## src/mft_pkg.sv

```systemverilog
// Shared types and constants for the missed frame tracker.
package mft_pkg;

  localparam int unsigned FRAME_W = 16;
  localparam int unsigned COUNT_W = 6;

  localparam logic [FRAME_W-1:0] EMPTY_MARK = 16'hFFFF;
  localparam logic [COUNT_W-1:0] COUNT_MAX  = 6'd63;

  typedef enum logic [1:0] {
    OP_INSERT,
    OP_DELETE,
    OP_NOP
  } op_e;

  typedef struct packed {
    op_e                op;
    logic [FRAME_W-1:0] frame;
  } cmd_t;

  typedef enum logic [2:0] {
    ST_IDLE,
    ST_SCAN,
    ST_DRAIN,
    ST_COMMIT,
    ST_RESULT
  } back_state_e;

endpackage

```

## src/mft_front.sv

```systemverilog
// Input side: accept words, classify them and queue them for the table engine.
module mft_front
  import mft_pkg::*;
(
  input  logic               clk_i,
  input  logic               rst_ni,
  input  logic               in_valid_i,
  output logic               in_ready_o,
  input  logic               in_action_i,
  input  logic [FRAME_W-1:0] in_frame_i,
  output logic               cmd_valid_o,
  input  logic               cmd_ready_i,
  output cmd_t               cmd_o
);

  cmd_t       queue_q [2];
  logic       wr_ptr_q, wr_ptr_d;
  logic       rd_ptr_q, rd_ptr_d;
  logic [1:0] fill_q, fill_d;
  logic       push, pop;
  cmd_t       cmd_new;

  // Reserved empty mark never touches the table.
  always_comb begin
    cmd_new.frame = in_frame_i;
    if (in_frame_i == EMPTY_MARK) begin
      cmd_new.op = OP_NOP;
    end else if (in_action_i) begin
      cmd_new.op = OP_DELETE;
    end else begin
      cmd_new.op = OP_INSERT;
    end
  end

  assign in_ready_o  = (fill_q != 2'd2);
  assign cmd_valid_o = (fill_q != 2'd0);
  assign cmd_o       = queue_q[rd_ptr_q];

  assign push = in_valid_i && in_ready_o;
  assign pop  = cmd_valid_o && cmd_ready_i;

  always_comb begin
    wr_ptr_d = push ? ~wr_ptr_q : wr_ptr_q;
    rd_ptr_d = pop ? ~rd_ptr_q : rd_ptr_q;
    fill_d   = fill_q;
    if (push && !pop) begin
      fill_d = fill_q + 2'd1;
    end else if (pop && !push) begin
      fill_d = fill_q - 2'd1;
    end
  end

  always_ff @(posedge clk_i or negedge rst_ni) begin
    if (!rst_ni) begin
      wr_ptr_q <= 1'b0;
      rd_ptr_q <= 1'b0;
      fill_q   <= 2'd0;
    end else begin
      wr_ptr_q <= wr_ptr_d;
      rd_ptr_q <= rd_ptr_d;
      fill_q   <= fill_d;
    end
  end

  always_ff @(posedge clk_i) begin
    if (push) begin
      queue_q[wr_ptr_q] <= cmd_new;
    end
  end

endmodule

```

## src/mft_back.sv

```systemverilog
// Table engine: scan the slot memory, apply insert or delete, report the count.
module mft_back
  import mft_pkg::*;
#(
  parameter int unsigned SLOT_COUNT = 50
) (
  input  logic               clk_i,
  input  logic               rst_ni,
  input  logic               cmd_valid_i,
  output logic               cmd_ready_o,
  input  cmd_t               cmd_i,
  output logic               out_valid_o,
  input  logic               out_ready_i,
  output logic [COUNT_W-1:0] out_count_o
);

  localparam int unsigned IDX_W = (SLOT_COUNT > 1) ? $clog2(SLOT_COUNT) : 1;
  localparam int unsigned CNT_W = $clog2(SLOT_COUNT + 1);
  localparam int unsigned EXT_W = (CNT_W > COUNT_W) ? CNT_W : COUNT_W;
  localparam logic [IDX_W-1:0] LAST_IDX = IDX_W'(SLOT_COUNT - 1);

  logic [FRAME_W-1:0]    mem [SLOT_COUNT];
  logic [FRAME_W-1:0]    rd_data_q;
  logic [SLOT_COUNT-1:0] used_q;

  back_state_e        state_q, state_d;
  logic [IDX_W-1:0]   idx_q;
  logic               cmp_vld_q;
  logic [IDX_W-1:0]   cmp_idx_q;
  logic               found_q;
  logic [IDX_W-1:0]   found_idx_q;
  logic               free_q;
  logic [IDX_W-1:0]   free_idx_q;
  logic [CNT_W-1:0]   count_q;
  logic               out_vld_q;
  logic [COUNT_W-1:0] out_cnt_q;

  logic start, rd_en, do_insert, do_delete, load_out;
  logic hit, empty_slot;
  logic [EXT_W-1:0]   count_ext;
  logic [COUNT_W-1:0] count_sat;

  assign hit        = cmp_vld_q && used_q[cmp_idx_q] && (rd_data_q == cmd_i.frame);
  assign empty_slot = cmp_vld_q && !used_q[cmp_idx_q];

  assign count_ext = EXT_W'(count_q);
  assign count_sat = (count_ext > EXT_W'(COUNT_MAX)) ? COUNT_MAX : count_ext[COUNT_W-1:0];

  // Next state
  always_comb begin
    state_d = state_q;
    case (state_q)
      ST_IDLE: begin
        if (cmd_valid_i) begin
          state_d = (cmd_i.op == OP_NOP) ? ST_RESULT : ST_SCAN;
        end
      end
      ST_SCAN: begin
        if (idx_q == LAST_IDX) begin
          state_d = ST_DRAIN;
        end
      end
      ST_DRAIN:  state_d = ST_COMMIT;
      ST_COMMIT: state_d = ST_RESULT;
      ST_RESULT: begin
        if (!out_vld_q || out_ready_i) begin
          state_d = ST_IDLE;
        end
      end
      default:   state_d = ST_IDLE;
    endcase
  end

  // Outputs of the sequencer
  always_comb begin
    start       = 1'b0;
    rd_en       = 1'b0;
    do_insert   = 1'b0;
    do_delete   = 1'b0;
    load_out    = 1'b0;
    cmd_ready_o = 1'b0;
    case (state_q)
      ST_IDLE:   start = cmd_valid_i;
      ST_SCAN:   rd_en = 1'b1;
      ST_DRAIN:  ;
      ST_COMMIT: begin
        do_insert = (cmd_i.op == OP_INSERT) && !found_q && free_q;
        do_delete = (cmd_i.op == OP_DELETE) && found_q;
      end
      ST_RESULT: begin
        load_out    = !out_vld_q || out_ready_i;
        cmd_ready_o = load_out;
      end
      default:   ;
    endcase
  end

  always_ff @(posedge clk_i or negedge rst_ni) begin
    if (!rst_ni) begin
      state_q     <= ST_IDLE;
      idx_q       <= '0;
      cmp_vld_q   <= 1'b0;
      cmp_idx_q   <= '0;
      found_q     <= 1'b0;
      found_idx_q <= '0;
      free_q      <= 1'b0;
      free_idx_q  <= '0;
      used_q      <= '0;
      count_q     <= '0;
      out_vld_q   <= 1'b0;
      out_cnt_q   <= '0;
    end else begin
      state_q   <= state_d;
      cmp_vld_q <= rd_en;
      cmp_idx_q <= idx_q;
      if (start) begin
        idx_q   <= '0;
        found_q <= 1'b0;
        free_q  <= 1'b0;
      end else if (rd_en) begin
        idx_q <= idx_q + IDX_W'(1);
      end
      // Keep the first matching slot and the lowest free slot.
      if (hit && !found_q) begin
        found_q     <= 1'b1;
        found_idx_q <= cmp_idx_q;
      end
      if (empty_slot && !free_q) begin
        free_q     <= 1'b1;
        free_idx_q <= cmp_idx_q;
      end
      if (do_insert) begin
        used_q[free_idx_q] <= 1'b1;
        count_q            <= count_q + CNT_W'(1);
      end else if (do_delete) begin
        used_q[found_idx_q] <= 1'b0;
        count_q             <= count_q - CNT_W'(1);
      end
      if (load_out) begin
        out_vld_q <= 1'b1;
        out_cnt_q <= count_sat;
      end else if (out_ready_i) begin
        out_vld_q <= 1'b0;
      end
    end
  end

  always_ff @(posedge clk_i) begin
    if (do_insert) begin
      mem[free_idx_q] <= cmd_i.frame;
    end
    if (rd_en) begin
      rd_data_q <= mem[idx_q];
    end
  end

  assign out_valid_o = out_vld_q;
  assign out_count_o = out_cnt_q;

endmodule

```

## src/missed_frame_tracker_core.sv

```systemverilog
// Top level of the missed frame tracker: input queue plus table engine.
//
//  channel   direction  tdata                      tuser
//  s_axis    in         [15:0] frame_number        [0] action (0 insert, 1 delete)
//  m_axis    out        [5:0] missing_count        -
//
// Each word runs through the table engine as a scan of the slot memory (one slot
// read per cycle), then the drain, commit and result states; frame 65535 skips to result.
// Reset marks every slot empty through its flip-flop used bit, no sweep needed.
// A two-word queue keeps s_axis open while the engine works; the engine holds
// its result when m_axis stalls and retires no new word until it is sent.
module missed_frame_tracker_core
  import mft_pkg::*;
#(
  parameter int unsigned SLOT_COUNT = 50
) (
  input  logic        clk_i,
  input  logic        rst_ni,
  input  logic        s_axis_tvalid_i,
  output logic        s_axis_tready_o,
  input  logic [15:0] s_axis_tdata_i,   // [15:0] frame_number
  input  logic        s_axis_tuser_i,   // [0] action
  output logic        m_axis_tvalid_o,
  input  logic        m_axis_tready_i,
  output logic [7:0]  m_axis_tdata_o    // [5:0] missing_count, [7:6] zero
);

  logic               cmd_valid, cmd_ready;
  cmd_t               cmd;
  logic [COUNT_W-1:0] out_count;

  mft_front u_front (
    .clk_i       (clk_i),
    .rst_ni      (rst_ni),
    .in_valid_i  (s_axis_tvalid_i),
    .in_ready_o  (s_axis_tready_o),
    .in_action_i (s_axis_tuser_i),
    .in_frame_i  (s_axis_tdata_i),
    .cmd_valid_o (cmd_valid),
    .cmd_ready_i (cmd_ready),
    .cmd_o       (cmd)
  );

  mft_back #(
    .SLOT_COUNT (SLOT_COUNT)
  ) u_back (
    .clk_i       (clk_i),
    .rst_ni      (rst_ni),
    .cmd_valid_i (cmd_valid),
    .cmd_ready_o (cmd_ready),
    .cmd_i       (cmd),
    .out_valid_o (m_axis_tvalid_o),
    .out_ready_i (m_axis_tready_i),
    .out_count_o (out_count)
  );

  assign m_axis_tdata_o = {2'b00, out_count};

  a_count_range : assert property (@(posedge clk_i) disable iff (!rst_ni)
    m_axis_tvalid_o |-> (32'(m_axis_tdata_o[5:0]) <= SLOT_COUNT))
    else $error("missing count above table size");

  a_pop_loads_result : assert property (@(posedge clk_i) disable iff (!rst_ni)
    (cmd_valid && cmd_ready) |=> m_axis_tvalid_o)
    else $error("command retired without a result word");

  a_pop_needs_room : assert property (@(posedge clk_i) disable iff (!rst_ni)
    (cmd_valid && cmd_ready) |-> (!m_axis_tvalid_o || m_axis_tready_i))
    else $error("result overwritten while stalled");

endmodule

```

## config.mk

```make
export PLATFORM = sky130hd
export DESIGN_NAME = missed_frame_tracker_core
export DESIGN_NICKNAME = d
export VERILOG_FILES = /design/src/mft_pkg.sv /design/src/mft_front.sv /design/src/mft_back.sv /design/src/missed_frame_tracker_core.sv
export SDC_FILE = /design/constraint.sdc
export NUM_CORES = 1
export LEC_CHECK = 0
export BUFFER_PORTS_ARGS = -buffer_cell sky130_fd_sc_hd__buf_4
export CORE_MARGIN = 4
export CORE_UTILIZATION = 35
export CTS_BUF_LIST = sky130_fd_sc_hd__clkbuf_8
export DETAILED_ROUTE_END_ITERATION = 8
export PLACE_DENSITY = 0.48
export SLEW_MARGIN = 10
export SYNTH_ARGS = -nofsm -noshare
export SYNTH_HDL_FRONTEND = slang
export SYNTH_SLANG_ARGS = --single-unit
```

## constraint.sdc

```tcl
create_clock -name clk_i -period 4.58 [get_ports clk_i]
set_input_delay 0 -clock clk_i [delete_from_list [all_inputs] [get_ports clk_i]]
set_output_delay 0 -clock clk_i [all_outputs]
set_load 0.02 [all_outputs]
```

== Word level (Yosys, flattened, before mapping) ==
Memories as Yosys holds them, arrays and structs flattened. A register that Yosys moved wholly into a read port is not among the register bits.
Cells that the tools add are included.
Widths: inputs -> output; s select.

* $add $sub $neg: 5
* $lt $le $gt $ge: 6
* Equality and inequality tests: 13
* Multiplexer cells: 36
* Bitwise operators: 5
* Reduce and logical (&&, ||, !) cells: 31

{| class="wikitable"
|+ Operators by type and width
! cell !! number
|-
| $mux 50 || 2
|-
| $and 50x50->50 || 1
|-
| $not 50->50 || 1
|-
| $or 50x50->50 || 1
|-
| $mux 6 || 5
|-
| $lt 6x7->1 const B || 3
|-
| $mux 1 || 18
|-
| $eq 16x16->1 || 1
|-
| $eq 16x16->1 const B || 1
|-
| $pmux 3 s5 || 1
|-
| $logic_and 1x1->1 || 14
|-
| $reduce_bool 2->1 || 7
|-
| $add 6x1->6 const B || 2
|-
| $demux 1 s6 || 2
|-
| $ge 6x1->1 const B || 2
|-
| $mux 3 || 4
|-
| $bmux 1 s6 || 1
|-
| $eq 3x2->1 const B || 2
|-
| $eq 6x6->1 const B || 1
|-
| $gt 6x6->1 const B || 1
|-
| $logic_not 1->1 || 6
|-
| $mux 2 || 3
|-
| $ne 2x1->1 const B || 3
|-
| $sub 6x1->6 const B || 1
|-
| other kinds (12) || 13
|}

* Flip-flop bits (word level): 97
* RAM bits: 836
* Word-level logic and storage cells: 113
* Memories: 2

{| class="wikitable"
|+ Memories
! memory !! depth !! bits a word !! read ports !! clocked after memory_dff !! write ports !! line !! RTL
|-
| u_back.mem || 50 || 16 || 1 || 1 || 1 || mft_back.sv:22 || <nowiki>logic [FRAME_W-1:0] mem [SLOT_COUNT];</nowiki>
|-
| u_front.queue_q || 2 || 18 || 1 || 0 || 1 || mft_front.sv:16 || <nowiki>cmd_t queue_q [2];</nowiki>
|}

== Longest topological paths before layout ==
Gate-level depths: netlist of run 1.

* Depth after elaboration: 8
* Mapped depth: 12
* Gate-level depth less buffers: 11

== By module ==
Synthesis of run 1 repeated with hierarchy kept, for this count alone.

* Cells, all modules: 1,661
* Area total of the unflattened synthesis: 36,970.5 um^2

{| class="wikitable"
|+ Modules (own cells, without submodules)
! module !! times used !! cells an instance !! area an instance (um^2)
|-
| mft_back || 1 || 1,578 || 35,365.2
|-
| mft_front || 1 || 80 || 1,586.5
|-
| missed_frame_tracker_core || 1 || 3 || 18.8
|}

== Worst setup path after synthesis of run 1 ==
Ideal clock, no wire load.

* Path type: reg-to-reg
* From: register u_front.rd_ptr_q
* To: memory u_back.mem[16][0], enable pin
* Setup time: 0.434 ns
* Arrival: 3.236 ns
* Required time: 4.146 ns
* Slack: 0.910 ns
* Cell stages (with the launch flop): 7
* Path buffers: 1
* Clock period less this slack: 3.670 ns
* Path through: dfrtp_1 -> buf_2 -> mux2i_1 -> nand4b_1 -> nor2_1 -> nand3_1 -> nor4_1

* Word-level cells in the longest chain between the ends: 7

{| class="wikitable"
|+ RTL lines
! element !! line !! RTL
|-
| from (decl) || mft_front.sv:18 || <nowiki>logic rd_ptr_q, rd_ptr_d;</nowiki>
|-
| from (signal assigned) || mft_front.sv:60 || <nowiki>rd_ptr_q <= rd_ptr_d;</nowiki>
|-
| $mem_v2 2x18 || -- ||
|-
| $logic_not 2->1 || mft_back.sv:87 || <nowiki>do_insert = (cmd_i.op == OP_INSERT) && !found_q && free_q;</nowiki>
|-
| $logic_and 1x1->1 (2 in series) || mft_back.sv:87 ||
|-
| $mux 1 || mft_back.sv:82 || <nowiki>case (state_q)</nowiki>
|-
| $mux 1 || mft_back.sv:149 || <nowiki>if (do_insert) begin</nowiki>
|-
| $mux 1 (not written as such) || mft_back.sv:150 || <nowiki>mem[free_idx_q] <= cmd_i.frame;</nowiki>
|-
| to (decl) || mft_back.sv:22 ||
|}

Every way passes these cells.

==> run metrics, run 1 <==
Worst Setup EP u_back.found_idx_q[4]; hold slack 89.89 ps; Gate power share between 20% and 30%; Rows about 120; post-synthesis cell count around 1700; vias in the first global route around 19000; worst skew pair latency just over 800 ps; Mapped Avg Cell Area ~22 sq um; power per cell area ~560 nW/um^2; reg2reg start u_front.rd_ptr_q; Max Fclk 250.8 MHz; Die Y about 330 um; share of post-route cells with drive strength above 1 around a third; DR vias between 15000 and 20000; initial antenna violation count 5; Worst Setup Slack, final about 590 ps; period utilization 87.06%; final net count around 1900; Num CTS Buffers between 150 and 200; Top Ports 31; CTS max path bufs 3; drt drc 0; total gr overflow 0; Clock Sinks approximately 950; Cell variety after synth 60; unrepaired setup endpoints after global routing no; #FFs+latches synth approximately 950; leakage between 10 and 15 nW; Sw Share 30.08%; Ys Warns 0; CTS tree done; vias per cell roughly 5.3; status complete, no violations; Buffers on Ports 28; Die ar. about 110000 sq um; Post-CTS Setup Bufs 0; total power 23.86 mW; pre-CTS setup slack 563.3 ps; Routed WL just under 100 mm; number of flops mapped to enable cells by yosys about 850; Clock Skews 44.83 ps; Finished Layout Cells 3415; H-tree levels 4; cell area after layout 42870 sq um; CP Class register to register; Die Wd around 330 um; DRT Pass-1 Iters 5; # Max-Cap Violations 0; first-pass GRT wire length between 100 and 150 mm; CP Capture Type register; setup TNS 0 ps; root buf cell clkbuf_8; worst r2r path cells 6; Clock Pin Slew Worst Setup and Hold Paths around 60 ps; Relative slew margins between 10% and 20%; pin count of the biggest net entering global routing 74; post-DP HPWL between 50 and 60 mm; Net Switching 7.177 mW; post-layout util roughly two fifths; CP startpoint kind register; Synth Cell Area approximately 37000 sq um; ys flop type edfxtp_1; area grow syn2layout 15.68%; clock group share of total power between 20% and 30%; total track usage ~18%; Hold Path Class input port to register; placed cell count slightly above 3000; final worst path period need about 4000 ps; CP max FO 51; Resized cells post-CTS 0; Hold Vio Cnt, Final 0; maximum vdd drop between 200 and 300 uV; initial core utilization 35.21%; final setup vio count 0; WP data arrival between 4000 and 5000 ps; core area 105300 sq um; Cell Area, Placed 39480 sq um; r2r endpoint u_back.found_idx_q[4]; DR WL/cell 28.77 um; initial DRC count approximately 1600; R2R Setup Slk roughly 590 ps; FFs w/ async S/R, synth between 10% and 20%; Max Slew Vio Count 0; routability congestion estimate roughly 0.83; sequential share of power between 40% and 50%; CP Launch Point u_front.rd_ptr_q; Hold Buf Count CTS 38; Power Internal between 15 and 20 mW; antenna-violating nets left 0; Worst Tran Pin Value between 1000 and 1500 ps; sequential share of the synthesized area between 70 and 80%; Required @ worst endpoint between 5000 and 6000 ps
-- worst max-delay path, stage by stage, from the launching register on --
cell,delay [ps]
dfrtp_1,620
mux2_2,1000
xor2_1,150
nor4_1,600
nand4_1,420
a211oi_2,620
mux2_1,380
-- cells by family (layout without fill, tap and decap cells) --
family,count (synthesis),count (layout),share of synthesized area [%]
AOI/OAI and AO/OA,80,80,1.783
buffers and inverters,102,457,1.215
other,1,5,0.01012
muxes,330,330,18.02
and+or+nand+nor,164,164,2.370
DFF,949,949,75.58
xor gates and xnor gates,31,31,0.7326
adders and majority gates,8,8,0.2903
-- power groups by stage --
stage	logic (mW)	registers, mW	clock network, mW
after floorplan	3.76	11.0	0
after global routing	6.03	11.2	7.73
after CTS	5.81	11.2	7.29
final	5.65	11.2	7.05
after global placement	5.68	11.3	0
after detailed placement	5.76	11.4	0
-- Yosys cell counts, drive strengths merged (14+ instances only) --
cell / n / area (sq um)
buf: 38 / 210.2
a2bb2oi: 25 / 219.0
nand3b: 14 / 105.1
o22a: 25 / 219.0
mux2: 58 / 656.9
edfxtp: 852 / 25580
dfrtp: 97 / 2427
xor2: 21 / 183.9
mux4: 263 / 5931
nor2: 71 / 266.5
clkbuf: 51 / 191.4
-- layout by cell type, fill, tap and decap left out, types with 37 or more instances in the layout --
cell,n
edfxtp_1,852
mux4_2,261
clkbuf_8,171
buf_4,95
dfrtp_1,93
inv_1,68
nor2_2,48
mux2_2,46
clkinv_1,41
dlygate4sd3_1,37
-- registers in the layout (all words and copies together) (netlist names) --
register / flops
u_front.rd_ptr_q: 1
u_back.free_idx_q: 6
u_back.state_q: 3
u_back.used_q: 50
u_back.cmp_idx_q: 6
u_back.free_q: 1
u_back.count_ext: 6
u_back.rd_data_q: 16
u_back.cmp_vld_q: 1
u_back.mem: 800
u_front.wr_ptr_q: 1
u_back.out_count_o: 6
u_back.found_idx_q: 6
u_front.fill_q: 2
u_back.idx_q: 6
u_back.out_valid_o: 1
u_back.found_q: 1
u_front.queue_q: 36
-- metal layers --
| layer | track usage (%) | vias up | routed length, um |
|---|---|---|---|
| met2 | 29.26 | 550 | 48660 |
| li1 | - | 7488 | - |
| met1 | 24.36 | 9863 | 42440 |
| met4 | 5.481 | 0 | 2079 |
| met5 | 0 | - | 0 |
| met3 | 3.085 | 161 | 5064 |
-- worst min-delay path by stage --
stage / from / depth (start not counted) / to / slack (ps)
2_1_floorplan: rst_ni / 0 / u_back.cmp_idx_q[0] / -300
3_3_place_gp: rst_ni / 1 / u_back.out_count_o[2] / 60
3_5_place_dp: rst_ni / 1 / u_back.out_count_o[5] / 70
4_1_cts: m_axis_tready_i / 4 / u_back.out_valid_o / 10
5_1_grt: s_axis_tvalid_i / 4 / u_front.wr_ptr_q / 90
6_report: m_axis_tready_i / 4 / u_back.out_valid_o / 90
-- cell type report --
type,count,area (sq um)
sequential,949,28030
antenna,3,7.507
tap,1391,1740
timing repair buffer,143,1311
inverter,13,48.80
clock buffer,171,2354
clock inverter,130,640.6
multi-input combinational,615,8746
fill,9266,62390
Power figures use the tool's default switching activity.
==> run 2, diff against run 1 <==
--- a/config.mk
+++ b/config.mk
@@ -14,4 +14,5 @@
 export SLEW_MARGIN = 10
 export SYNTH_ARGS = -nofsm -noshare
 export SYNTH_HDL_FRONTEND = slang
+export SYNTH_HIERARCHICAL = 1
 export SYNTH_SLANG_ARGS = --single-unit
==> run metrics, run 2 <==
Synth area leaders edfxtp_1 69%, mux4_2 16%, dfrtp_1 6.6%, a2bb2oi_1 1.2%, mux2_2 1.2%; Post-CTS Setup Bufs 0 (unchanged); post-DP HPWL 54.04 mm (-3.2%); initial DRC count 1518 (-6.5%); most frequent cells in the layout 852 x edfxtp_1, 265 x mux4_2, 172 x clkbuf_8, 98 x buf_4, 93 x dfrtp_1; Rows 118 (-0.84%); Hold Buf Count CTS 38 (unchanged); Synth area leader edfxtp_1; Required @ worst endpoint 5250 ps (about the same); H-tree levels 4 (unchanged); DR WL/cell 27.63 um (-3.9%); maximum vdd drop 397.6 uV (+35%); drt drc 0 (unchanged); Die Y 333.0 um (-0.12%); worst skew pair latency 820 ps (about the same); pin count of the biggest net entering global routing 68 (-8.1%); status complete, no violations; vias in the first global route 18863 (-2.7%); Net Switching 7.461 mW (+3.9%); root buf cell clkbuf_8; number of flops mapped to enable cells by yosys 852 (unchanged); Power Internal 17.08 mW (+2.4%); CP Class register to register; max reg flops 800 (unchanged); setup TNS 0 ps (unchanged); CP startpoint kind register; final setup vio count 0 (unchanged); first-pass GRT wire length 136.2 mm (-3.7%); Ys Warns 6 (+6); Clock Pin Slew Worst Setup and Hold Paths 60 ps (about the same); Num CTS Buffers 161 (-0.62%); Max Fclk 275.3 MHz (+9.8%); commonest cells in the synthesized netlist 852 x edfxtp_1, 265 x mux4_2, 97 x dfrtp_1; routability congestion estimate 0.8111 (-2.0%); power per cell area 572.8 nW/um^2 (+2.9%); Gate power share 25.5% (+1.8 points); Worst Tran Pin Value 1156 ps (-68.18 ps); final net count 1917 (+0.21%); Clock Sinks 949 (unchanged); clock group share of total power 29.1% (-0.4 points); Relative slew margins 22.91% (+4.5 points); # Max-Cap Violations 0 (unchanged); total gr overflow 0 (unchanged); vias per cell 5.226 (-1.2%); CTS tree done; Mapped Avg Cell Area 22.26 sq um (about the same); initial core utilization 35.47% (+0.26 points); Synth Cell Area 36970 sq um (-0.25%); unrepaired setup endpoints after global routing no; period utilization 79.31% (-7.7 points); most numerous cell in the Yosys netlist edfxtp_1; CTS max path bufs 3 (unchanged); Resized cells post-CTS 0 (unchanged); Clock Skews 41.45 ps (-3.379 ps); total power 24.54 mW (+2.8%); #FFs+latches synth 949 (unchanged); final worst path period need 3632 ps (-354.9 ps); Die Wd 333.0 um (-0.12%); Hold Vio Cnt, Final 0 (unchanged); Die ar. 110900 sq um (-0.24%); sequential share of power 45.5% (-1.3 points); share of post-route cells with drive strength above 1 33.96% (-0.082 points); Cell variety after synth 50 (-17%); commonest non-fill, non-tap cell in the layout edfxtp_1; Sw Share 30.41% (+0.33 points); DRT Pass-1 Iters 5 (unchanged); Buffers on Ports 28 (unchanged); Top Ports 31 (unchanged); WP data arrival 4300 ps (-370 ps); core area 104200 sq um (-0.98%); CP Capture Type register; FFs w/ async S/R, synth 10.22% (unchanged); CP max FO 51 (unchanged); Regs by FF count u_back/mem (800), u_back/used_q (50), u_front/queue_q (36); post-synthesis cell count 1661 (-0.24%); post-layout util 41.09% (+0.36 points); Reg with most FFs u_back/mem; Yosys top cell area share 69.20% (+0.17 points); Max Slew Vio Count 0 (unchanged); Routed WL 94.01 mm (-4.3%); DR vias 17779 (-1.6%); antenna-violating nets left 0 (unchanged); total track usage 17.08% (-0.72 points); Hold Path Class input port to register; area grow syn2layout 15.86%; Fillers 9285 (+0.21%); sequential share of the synthesized area 75.77% (+0.19 points); initial antenna violation count 8 (+3); ys flop type edfxtp_1; leakage 13.95 nW (+0.43%)
## run 2: cell types whose count changed in the layout (fill, tap and decap cells not counted), moves of 8 or more
| cell | previous run | this run |
|---|---|---|
| a2bb2oi_1 | 25 | 50 |
| mux2_1 | 11 | 0 |
| mux2_2 | 46 | 38 |
| mux2_4 | 1 | 9 |
| mux2i_1 | 9 | 17 |
| nand2_1 | 13 | 38 |
| nand3b_1 | 14 | 5 |
| o22a_1 | 25 | 0 |
## run 2: layer usage
| layer | global-route usage [%] | vias up | part of all wire (%) |
|---|---|---|---|
| li1 | - | 7429 | - |
| met1 | 24.22 | 9718 | 45 |
| met2 | 27.03 | 495 | 48 |
| met3 | 3.406 | 137 | 5.3 |
| met4 | 4.819 | 0 | 1.9 |
| met5 | 0 | - | 0 |
## run 2: logic make-up (layout without fill, tap and decap cells)
| family | count (synthesis) | count (layout) | share of synthesized area, % |
|---|---|---|---|
| flip-flops | 949 | 949 | 75.77 |
| multiplexers | 329 | 329 | 18.13 |
| AND/OR/NAND/NOR | 179 | 179 | 2.318 |
| buffers and inverters | 94 | 452 | 1.218 |
| AO/OA/AOI/OAI | 69 | 69 | 1.509 |
| XOR/XNOR | 32 | 32 | 0.7581 |
| adder cells (fa/ha/maj) | 8 | 8 | 0.2910 |
| other | 1 | 4 | 0.01014 |
## run 2: worst paths after layout
path	from	endpoint	slack [ps]	cells past startpoint
worst min-delay path	m_axis_tready_i	u_back/out_valid_o	100	4
worst max-delay path	u_front/rd_ptr_q	u_back/found_idx_q[1]	950	8
worst max register to register	u_front/rd_ptr_q	u_back/found_idx_q[1]	950	8
worst min register to register	u_back/out_count_o[2]	u_back/out_count_o[2]	480	2
max in group asynchronous	rst_ni	u_back/used_q[29]	3770	4
min in group asynchronous	rst_ni	u_back/count_ext[4]	320	4
## run 2: metrics by stage
step           std cells  hold WS [ps]  setup WS, ps  cell area (sq um)
6_report            3402         95.62         947.8              42830
4_1_cts             3399         16.14         927.9              42810
3_5_place_dp        3066         140.3         949.0              39370
3_3_place_gp        3066         136.6         990.0              39370
2_1_floorplan       1662        -295.6          1559              36970
5_1_grt             3401         86.04         680.5              42830
## run 2: layout make-up
cell class              instances  area (sq um)  area share, %
diodes                          2         5.005        0.01168
multi-input cells             619          8647          20.19
inverters                      10         37.54        0.08763
clock buffers                 172          2367          5.527
repair buffers                147          1354          3.161
well taps                    1380          1727          4.031
flip-flops and latches        949         28030          65.43
clock inverters               123         668.1          1.560
## run 2: worst max-delay path, cell delays in order, from the launching register on
cell and delay (ps):
dfrtp_1 620, buf_4 310, mux2_4 560, xnor2_1 480
nand4_1 140, nor4b_1 370, nand4_1 230, a21oi_2 360
mux2_2 380
## run 2: power groups by stage
stage          clock (mW)  combinational [mW]  sequential [mW]
2_1_floorplan           0                4.18             11.0
3_3_place_gp            0                6.32             11.3
3_5_place_dp            0                6.40             11.4
4_1_cts              7.38                6.43             11.2
5_1_grt              7.81                6.71             11.2
6_report             7.13                6.25             11.2
==> run 3, diff against run 2 <==
--- a/config.mk
+++ b/config.mk
@@ -10,7 +10,7 @@
 export CORE_UTILIZATION = 35
 export CTS_BUF_LIST = sky130_fd_sc_hd__clkbuf_8
 export DETAILED_ROUTE_END_ITERATION = 8
-export PLACE_DENSITY = 0.48
+export PLACE_DENSITY = 0.5
 export SLEW_MARGIN = 10
 export SYNTH_ARGS = -nofsm -noshare
 export SYNTH_HDL_FRONTEND = slang
==> constraint.sdc (replaced) <==
create_clock -name clk_i -period 3.1 [get_ports clk_i]
set_input_delay 0 -clock clk_i [delete_from_list [all_inputs] [get_ports clk_i]]
set_output_delay 0 -clock clk_i [all_outputs]
set_load 0.02 [all_outputs]
==> run metrics, run 3 (synthesis results as in run 2) <==
commonest non-fill, non-tap cell in the layout edfxtp_1; vias per cell 5.190 (-0.70%); share of post-route cells with drive strength above 1 35.63% (+1.7 points); Sw Share 30.29% (-0.12 points); pin count of the biggest net entering global routing 62 (-8.8%); Num CTS Buffers 159 (-1.2%); clock group share of total power 28.8% (-0.3 points); CP max FO 18 (-65%); Post-CTS Setup Bufs 0 (unchanged); Max Fclk 330.0 MHz (+20%); Hold Vio Cnt, Final 0 (unchanged); CP Class register to register; Max Slew Vio Count 0 (unchanged); CP Capture Type register; post-DP HPWL 57.59 mm (+6.6%); Critical Path, Cell by Cell buf_4 > mux2_2 > nor2_1 > nand3_1 > buf_4 > nor2_1 > nand2_1 > nor2_2 > buf_12; final setup vio count 0 (unchanged); unrepaired setup endpoints after global routing yes; final worst path period need 3031 ps (-601.5 ps); # Max-Cap Violations 0 (unchanged); initial DRC count 1487 (-2.0%); period utilization 97.77% (+18 points); area grow syn2layout 18.58%; status complete, no violations; max reg flops 800 (unchanged); DR WL/cell 28.20 um (+2.0%); Clock Skews 30.77 ps (-10.68 ps); DR vias 17842 (+0.35%); reg2reg start u_front/rd_ptr_q; Die Y 333.0 um (unchanged); worst skew pair latency 810 ps (about the same); Regs by FF count u_back/mem (800), u_back/used_q (50), u_front/queue_q (36); H-tree levels 4 (unchanged); antenna-violating nets left 0 (unchanged); Clock Pin Slew Worst Setup and Hold Paths 60 ps (about the same); placed cell count 3111 (+1.5%); Relative slew margins 21.98% (-0.92 points); sequential share of power 45.0% (-0.5 points); CP startpoint kind register; drt drc 0 (unchanged); root buf cell clkbuf_8; Finished Layout Cells 3438 (+1.1%); CTS max path bufs 3 (unchanged); CTS tree done; routability congestion estimate 0.7968 (-1.8%); setup TNS 0 ps (unchanged); Net Switching 11.13 mW (+49%); Reg with most FFs u_back/mem; Top Ports 31 (unchanged); CP Launch Point u_front/rd_ptr_q; power per cell area 838.2 nW/um^2 (+46%); Routed WL 96.94 mm (+3.1%); Required @ worst endpoint 3590 ps (-1660 ps); DRT Pass-1 Iters 5 (unchanged); r2r endpoint u_back/mem[33][13]; Power Internal 25.62 mW (+50%); total gr overflow 0 (unchanged); Worst Tran Pin Value 1166 ps (+9.550 ps); final net count 1960 (+2.2%); Gate power share 26.1% (+0.6 points); initial antenna violation count 5 (-3); Worst Setup EP u_back/mem[33][13]; maximum vdd drop 582.8 uV (+47%); vias in the first global route 19276 (+2.2%); first-pass GRT wire length 139.5 mm (+2.4%); Hold Path Class input port to register; R2R Setup Slk 70 ps (-880 ps); CP max stage delay 420 ps (-200 ps); CP max stage cell mux2_2; most frequent cells in the layout 852 x edfxtp_1, 265 x mux4_2, 164 x clkbuf_8, 93 x dfrtp_1, 89 x buf_4; leakage 14.33 nW (+2.7%); Die ar. 110900 sq um (unchanged); Buffers on Ports 28 (unchanged); Rows 118 (unchanged); Clock Sinks 949 (unchanged); WP data arrival 3520 ps (-780 ps); Die Wd 333.0 um (unchanged); worst r2r path cells 9 (+1); core area 104200 sq um (unchanged); total track usage 17.59% (+0.52 points); initial core utilization 35.47% (unchanged)
==> run 3: repair_timing <==
| item | CTS | global route |
|---|---|---|
| hold buffers | 39 | 0 |
| endpoints found under the hold margin | 181 | 0 |
| gates resized for setup | 0 | 1 |
| setup endpoints to repair | 0 | 115 |
==> run 3: area by class of cell <==
type | count | area, sq um
sequential | 949 | 28030
timing repair buffer | 192 | 2357
fill | 9245 | 60400
clock inverter | 123 | 765.7
multi-input combinational | 619 | 8665
tap | 1380 | 1727
clock buffer | 164 | 2257
antenna | 1 | 2.502
inverter | 10 | 37.54
==> run 3: metrics by stage <==
stage	worst slack, ps	util, %	cell area (sq um)	total power, mW	hold WS (ps)
after global routing	-71.31	42.06	43840	38.46	104.4
after floorplan	79.07	-	36970	22.41	-295.6
final	69.27	42.06	43840	36.74	116.2
after detailed placement	43.06	38.76	40400	26.60	158.8
after global placement	47.31	38.76	40400	26.49	150.9
after CTS	32.13	42.05	43830	37.36	21.96
==> run 3: power groups by stage <==
stage          clock [mW]  combinational, mW  sequential [mW]
4_1_cts              10.9               9.89             16.5
3_5_place_dp            0               9.82             16.8
2_1_floorplan           0               6.17             16.2
3_3_place_gp            0               9.71             16.8
6_report             10.6               9.61             16.5
5_1_grt              11.6               10.3             16.6
==> run 3: how the worst min path moves through the flow <==
stage,startpoint,end,slack [ps],cells after the start
floorplan,rst_ni,u_back/cmp_idx_q[0],-300,0
CTS,s_axis_tvalid_i,u_front/wr_ptr_q,20,4
finish,s_axis_tvalid_i,u_front/wr_ptr_q,120,4
global route,s_axis_tvalid_i,u_front/wr_ptr_q,100,4
global placement,rst_ni,u_back/out_count_o[4],150,1
detailed placement,rst_ni,u_back/out_count_o[3],160,1
==> run 3: worst max-delay path: cells and delay by family, from the launching register on <==
kind	cells	cell delay [ps]
buffers and inverters	3	720
DFF	1	350
muxes	1	420
and+or+nand+nor	5	1230
==> run 3: layer usage <==
| metal | part of all wire, % | vias up | wire length [um] | GRT usage (%) |
|---|---|---|---|---|
| met4 | 2.7 | 0 | 2607 | 5.721 |
| met1 | 42 | 9669 | 40640 | 23.16 |
| met3 | 6.7 | 150 | 6484 | 5.089 |
| met2 | 49 | 492 | 47210 | 28.29 |
| met5 | 0 | - | 0 | 0 |
| li1 | - | 7531 | - | - |
